**src/hw/rtl/dsv_pkg.sv**
```systemverilog
// Shared constants and types of the dispatch span validator.
`default_nettype none

package dsv_pkg;

  localparam int MAX_JOBS   = 64;
  localparam int ADDR_BITS  = 48;
  localparam int LEN_BITS   = 33;
  localparam int ALIGN_BITS = 13;
  localparam int JOB_BITS   = 6;
  localparam int IDX_BITS   = 7;
  localparam int CNT_BITS   = $clog2(MAX_JOBS + 1);
  localparam int WIDE_BITS  = (ADDR_BITS > LEN_BITS) ? ADDR_BITS : LEN_BITS;
  localparam int LIM_BITS   = WIDE_BITS + 1;
  localparam int CFG_DATA_BITS = WIDE_BITS;
  localparam int CFG_IDX_BITS  = 2;

  localparam logic [CFG_IDX_BITS-1:0] REG_REGION_START = CFG_IDX_BITS'(0);
  localparam logic [CFG_IDX_BITS-1:0] REG_POOL_BYTES   = CFG_IDX_BITS'(1);

  // Verdict codes of a result beat.
  typedef enum logic [2:0] {
    V_OK      = 3'd0,
    V_BAD_IN  = 3'd1,
    V_BAD_OUT = 3'd2,
    V_OVERLAP = 3'd3,
    V_COLLIDE = 3'd4,
    V_SKIP    = 3'd5
  } verdict_e;

  // A span as the cells see it: start address and exclusive limit.
  typedef struct packed {
    logic [ADDR_BITS-1:0] base;
    logic [LIM_BITS-1:0]  limit;
  } span_t;

endpackage

`default_nettype wire

```
**src/hw/rtl/dsv_cell.sv**
```systemverilog
// One storage cell of the span chain: holds an accepted output span and
// compares the current query against it.
`default_nettype none

module dsv_cell (
  input  wire logic           clk_i,
  input  wire logic           shift_i,
  input  wire dsv_pkg::span_t prev_i,
  input  wire dsv_pkg::span_t query_i,
  output dsv_pkg::span_t      span_o,
  output logic                hit_o
);

  dsv_pkg::span_t span_q;
  logic           hit_q;
  logic           hit_d;

  // Both spans are non-empty here, so two limit compares decide overlap.
  assign hit_d = (query_i.base < span_q.limit) &&
                 (dsv_pkg::LIM_BITS'(span_q.base) < query_i.limit);

  always_ff @(posedge clk_i) begin
    if (shift_i) begin
      span_q <= prev_i;
    end
    hit_q <= hit_d;
  end

  assign span_o = span_q;
  assign hit_o  = hit_q;

endmodule

`default_nettype wire
```
**config.mk**
```make
export PLATFORM = sky130hd
export DESIGN_NAME = dsv_cell
export DESIGN_NICKNAME = d
export VERILOG_FILES = /design/src/hw/rtl/dsv_pkg.sv /design/src/hw/rtl/dsv_cell.sv
export SDC_FILE = /design/constraint.sdc
export NUM_CORES = 1
export LEC_CHECK = 0
export BUFFER_PORTS_ARGS = -buffer_cell sky130_fd_sc_hd__buf_2
export CORE_MARGIN = 2
export CORE_UTILIZATION = 23
export DETAILED_ROUTE_END_ITERATION = 8
export MAX_ROUTING_LAYER = met4
export PLACE_DENSITY_LB_ADDON = 0.2
export SLEW_MARGIN = 20
export SYNTH_ARGS = -nofsm -noshare
export SYNTH_HDL_FRONTEND = slang
export SYNTH_SLANG_ARGS = --single-unit
```
**constraint.sdc**
```tcl
create_clock -name clk_i -period 4.4 [get_ports clk_i]
set_input_delay 0.88 -clock clk_i [delete_from_list [all_inputs] [get_ports clk_i]]
set_output_delay 0.88 -clock clk_i [all_outputs]
set_load 0.02 [all_outputs]
```
After elaboration in Yosys (flattened, before gate mapping)

Index checks and enable logic that the tools add are counted.

Muxes and demuxes: 0
Reduce and logical (&&, ||, !) cells: 1
$lt $le $gt $ge: 2
Div/mod/pow operators: 0
$add $sub $neg: 0
Eq/ne operators: 0
Bitwise gates (word level): 0
Shift-type cells: 0
$mul: 0

Operator list:

| kind                                                    | number |
|---|---|
| 48-bit by 49-bit less-than comparator with 1-bit output | 2 |
| 1-bit logical AND                                       | 1 |

Bits in registers: 98
Latch bits: 0
Bits in writable memories: 0
Bits in read-only memories: 0
Input bits: 196
Memories kept: 0

Logic depth before layout (Yosys ltp)

Word-level depth: 2
Mapped depth: 8
Mapped depth without buffers: 8

Worst setup path after synthesis

No wires, ideal clock.

Path kind: input -> register
Start: in query_i[47] (netlist bit)
End: reg hit_q (netlist: hit_o)
Arrival time: 2.147 ns
Path slack: 2.137 ns
Stages: 8
Cells stage by stage: inv_1 -> ha_1 -> nand4b_4 -> nor4_4 -> nand4b_1 -> o2111ai_1 -> nor4_1 -> and4_1

Cells in the longest elaborated chain, start to end: 2

RTL lines:

| what                                                    | RTL line       | source |
|---|---|---|
| from (decl)                                             | dsv_cell.sv:9  | `input wire dsv_pkg::span_t query_i,` |
| 48-bit by 49-bit less-than comparator with 1-bit output | dsv_cell.sv:20 | `(dsv_pkg::LIM_BITS'(span_q.base) < query_i.limit);` |
| 1-bit logical AND                                       | dsv_cell.sv:19 | `assign hit_d = (query_i.base < span_q.limit) &&` |
| via hit_d                                               | dsv_cell.sv:16 | `logic hit_d;` |
| to (signal assigned)                                    | dsv_cell.sv:26 | `hit_q <= hit_d;` |
| to (decl)                                               | dsv_cell.sv:15 | `logic hit_q;` |

The timed path passes the listed nets, and every way through them passes these cells.
A chain may end at the register's enable or synchronous reset.

Worst setup path after layout

Same ends and word-level chain as after synthesis.

==> metrics.yaml <==
cp_top_family: "simple AND/OR/NAND/NOR gates"
drt_first_iter_violations: 169
clock_latency_ps: 350
regArea_um2: 2930
finalNonFillerCells: 1061
hold_class: "primary input to flop"
grt_max_degree: 53
dr.pass1.iters: 6
drt-total-wl_um: 15100
grt.total_usage_pct: 12.4
slew_headroom_pct: 55.2
viasPerCell: 3.94
yosys_warnings: 0
grt_pass1_vias: 4311
worstRegToRegCells: 7
drive_gt1_share_pct: 42.3
fmax_mhz: 418
worstPathCellList: "buf_2 -> inv_1 -> ha_1 -> nand4b_4 -> nor4_4 -> nand4b_1 -> o2111ai_1 -> nor4_1 -> and4_1"
dp_cells: 1042
fill_cells: 2371
crit_path_top_delay_cell: "nor4_4"
dpl_worst_slack_ps: 1540
fin_area_um2: 7540
hpwl_um: 12700
cts_buffers: 9
cp.required_ps: 4640
tightest_slew_ps: 671
fin_skew_ps: 7.11
fin_crit_ps: 2390
worstReg2RegStart: "span_o[96]"
path_class: "primary input to flop"
via_count: 4182
ioPinCount: 294
rsz0062_at_grt: "no"
cts_resized: 0
clk_pin_slew_ps: 70
status: "complete, no violations"
crit_buf_inv: 2
synth_cells: 435
cp.arrival_ps: 2630
drc_errors: 0
multi_input_area_um2: 2080
die_w_um: 157
post_cts_buffers: 0
setup_viol: 0
power_frac_comb_pct: 20.7
wl_per_cell_um: 14.2
gp_congestion: 0.764
synth_seq_area_share_pct: 54.7
area_growth_pct: 40.6
synthesis.area_um2: 5370
cts-root-buf: "clkbuf_16"
crit_path_start_kind: "primary input"
p_int_mw: 1.77
antenna_found_initial: 3
die_y_um: 157
drv_slew: 0
leakagePower_nw: 3.82
avgSynthCellArea_um2: 12.3
synth-seq-cells: 98
powerDensity_nw_per_um2: 327
reg2reg_setup_slack_ps: 2220
r2r-end: "hit_o"
die_area_um2: 24600
fin_hold_ws_ps: 702
io_buffer_count: 293
ant_nets: 0
min_path_cells: 1
switchingPower_uw: 696
core_um2: 22800
drv_cap: 0
ir_drop_v: 0.000143
p_sw_share_pct: 28.2
period_share_pct: 54.4
ys_types: 29
cts_sinks: 98
hold_viol_final: 0
power_frac_seq_pct: 46.6
finalWorstSetupSlack_ps: 2010
h-tree-depth: 3
synthesis.nets: 725
critPathMaxFanout: 3
max_stage_delay_ps: 390
hold_buffers: 0
critPathCaptureType: "flop"
row_count: 55
min-delay-start: "prev_i[30]"
placed_area_um2: 7250
clock_power_share_pct: 32.7
cts_buffer_depth: 2
tns_ps: 0
grt_pass1_wl_um: 22300
holdPathEnd: "span_o[30]"
total_power_mw: 2.47
nNetsFinal: 1030
utilization_pct: 33.1
floorplan.initialDensity_pct: 23.6
cts_tree: "done"
grt_overflow_total: 0
## worst max path at each step
stage | startpoint | endpoint | slack (ps) | cells past startpoint
3_5_place_dp | query_i[43] | hit_o | 1540 | 9
6_report | query_i[47] | hit_o | 2010 | 9
3_3_place_gp | query_i[43] | hit_o | 1590 | 9
5_1_grt | query_i[32] | hit_o | 1760 | 9
4_1_cts | query_i[43] | hit_o | 1920 | 9
2_1_floorplan | query_i[47] | hit_o | 2140 | 8
## cell families after synthesis
kind of cell / after synthesis / share of synthesized area [%]
AO/OA/AOI/OAI: 76 / 8.26
adder cells (fa/ha/maj): 94 / 21.9
buffers and inverters: 95 / 6.65
flip-flops: 98 / 54.7
AND/OR/NAND/NOR: 72 / 8.51
## per-layer routing
metal | global-route usage [%] | part of all wire [%]
met3 | 3.41 | 7.7
met2 | 20.1 | 48
met4 | 4.54 | 1.4
met5 | - | 0
met1 | 14.7 | 43
## state kept, by name, indices dropped and copies added, names as in the netlist
| register | cells |
|---|---|
| hit_o | 1 |
| span_o | 97 |
## layout by cell type (no fill, tap or decap), drive strengths merged
cell      Yosys  routed
nand4        12      12
or2b          2       2
ha           94      94
o311a         1       1
diode         0       3
nor2          9       9
nand3        10      10
dfxtp         1       1
edfxtp       97      97
nor3          1       1
a21o          9       9
nand4b        4       4
a211oi        4       4
clkinvlp      0       3
bufinv        0       1
buf           0     294
nor4          4       4
nor2b         2       2
o31ai         1       1
a21oi        40      40
clkbuf        0      12
inv          95      95
o2111ai       1       1
a221oi        4       4
nand2        21      21
nor3b         1       1
nand2b        1       1
o21ai        16      16
and4          5       5
## cells in the mapped netlist
cell / number / share of area [%]
o21ai_1: 2 / 0.19
nor3b_1: 1 / 0.14
nand2b_1: 1 / 0.12
nand2_1: 21 / 1.5
o311a_1: 1 / 0.19
a21oi_1: 39 / 3.6
a21oi_2: 1 / 0.16
inv_1: 95 / 6.6
a211oi_1: 4 / 0.56
o21ai_0: 14 / 1.3
nor4_2: 1 / 0.23
nand4b_4: 2 / 0.89
dfxtp_1: 1 / 0.37
nand3_1: 10 / 0.93
o31ai_1: 1 / 0.14
nand4b_1: 2 / 0.33
nor3_1: 1 / 0.093
edfxtp_1: 97 / 54
a221oi_1: 4 / 0.65
nor2_1: 9 / 0.63
nor4_4: 2 / 0.79
nor4_1: 1 / 0.12
nand4_1: 12 / 1.4
or2b_2: 2 / 0.33
and4_1: 5 / 0.82
o2111ai_1: 1 / 0.16
ha_1: 94 / 22
nor2b_1: 2 / 0.23
a21o_1: 9 / 1.3
## layout make-up
cell class	count	share of cell area [%]
Multi-Input combinational cell	242	27.5
Timing Repair Buffer	294	19.7
Inverter	95	4.73
Clock inverter	4	0.697
Tap cell	313	5.19
Sequential cell	98	38.9
Antenna cell	3	0.0995
Clock buffer	12	3.14
## power by group through the flow
stage	Clock, mW	Combinational, mW	Sequential (mW)
final	0.806	0.512	1.15
after global routing	0.880	0.583	1.16
after CTS	0.853	0.525	1.15
after detailed placement	0	0.522	1.17
after global placement	0	0.522	1.17
after floorplan	0	0.190	1.26
(Power assumes the default switching activity.)
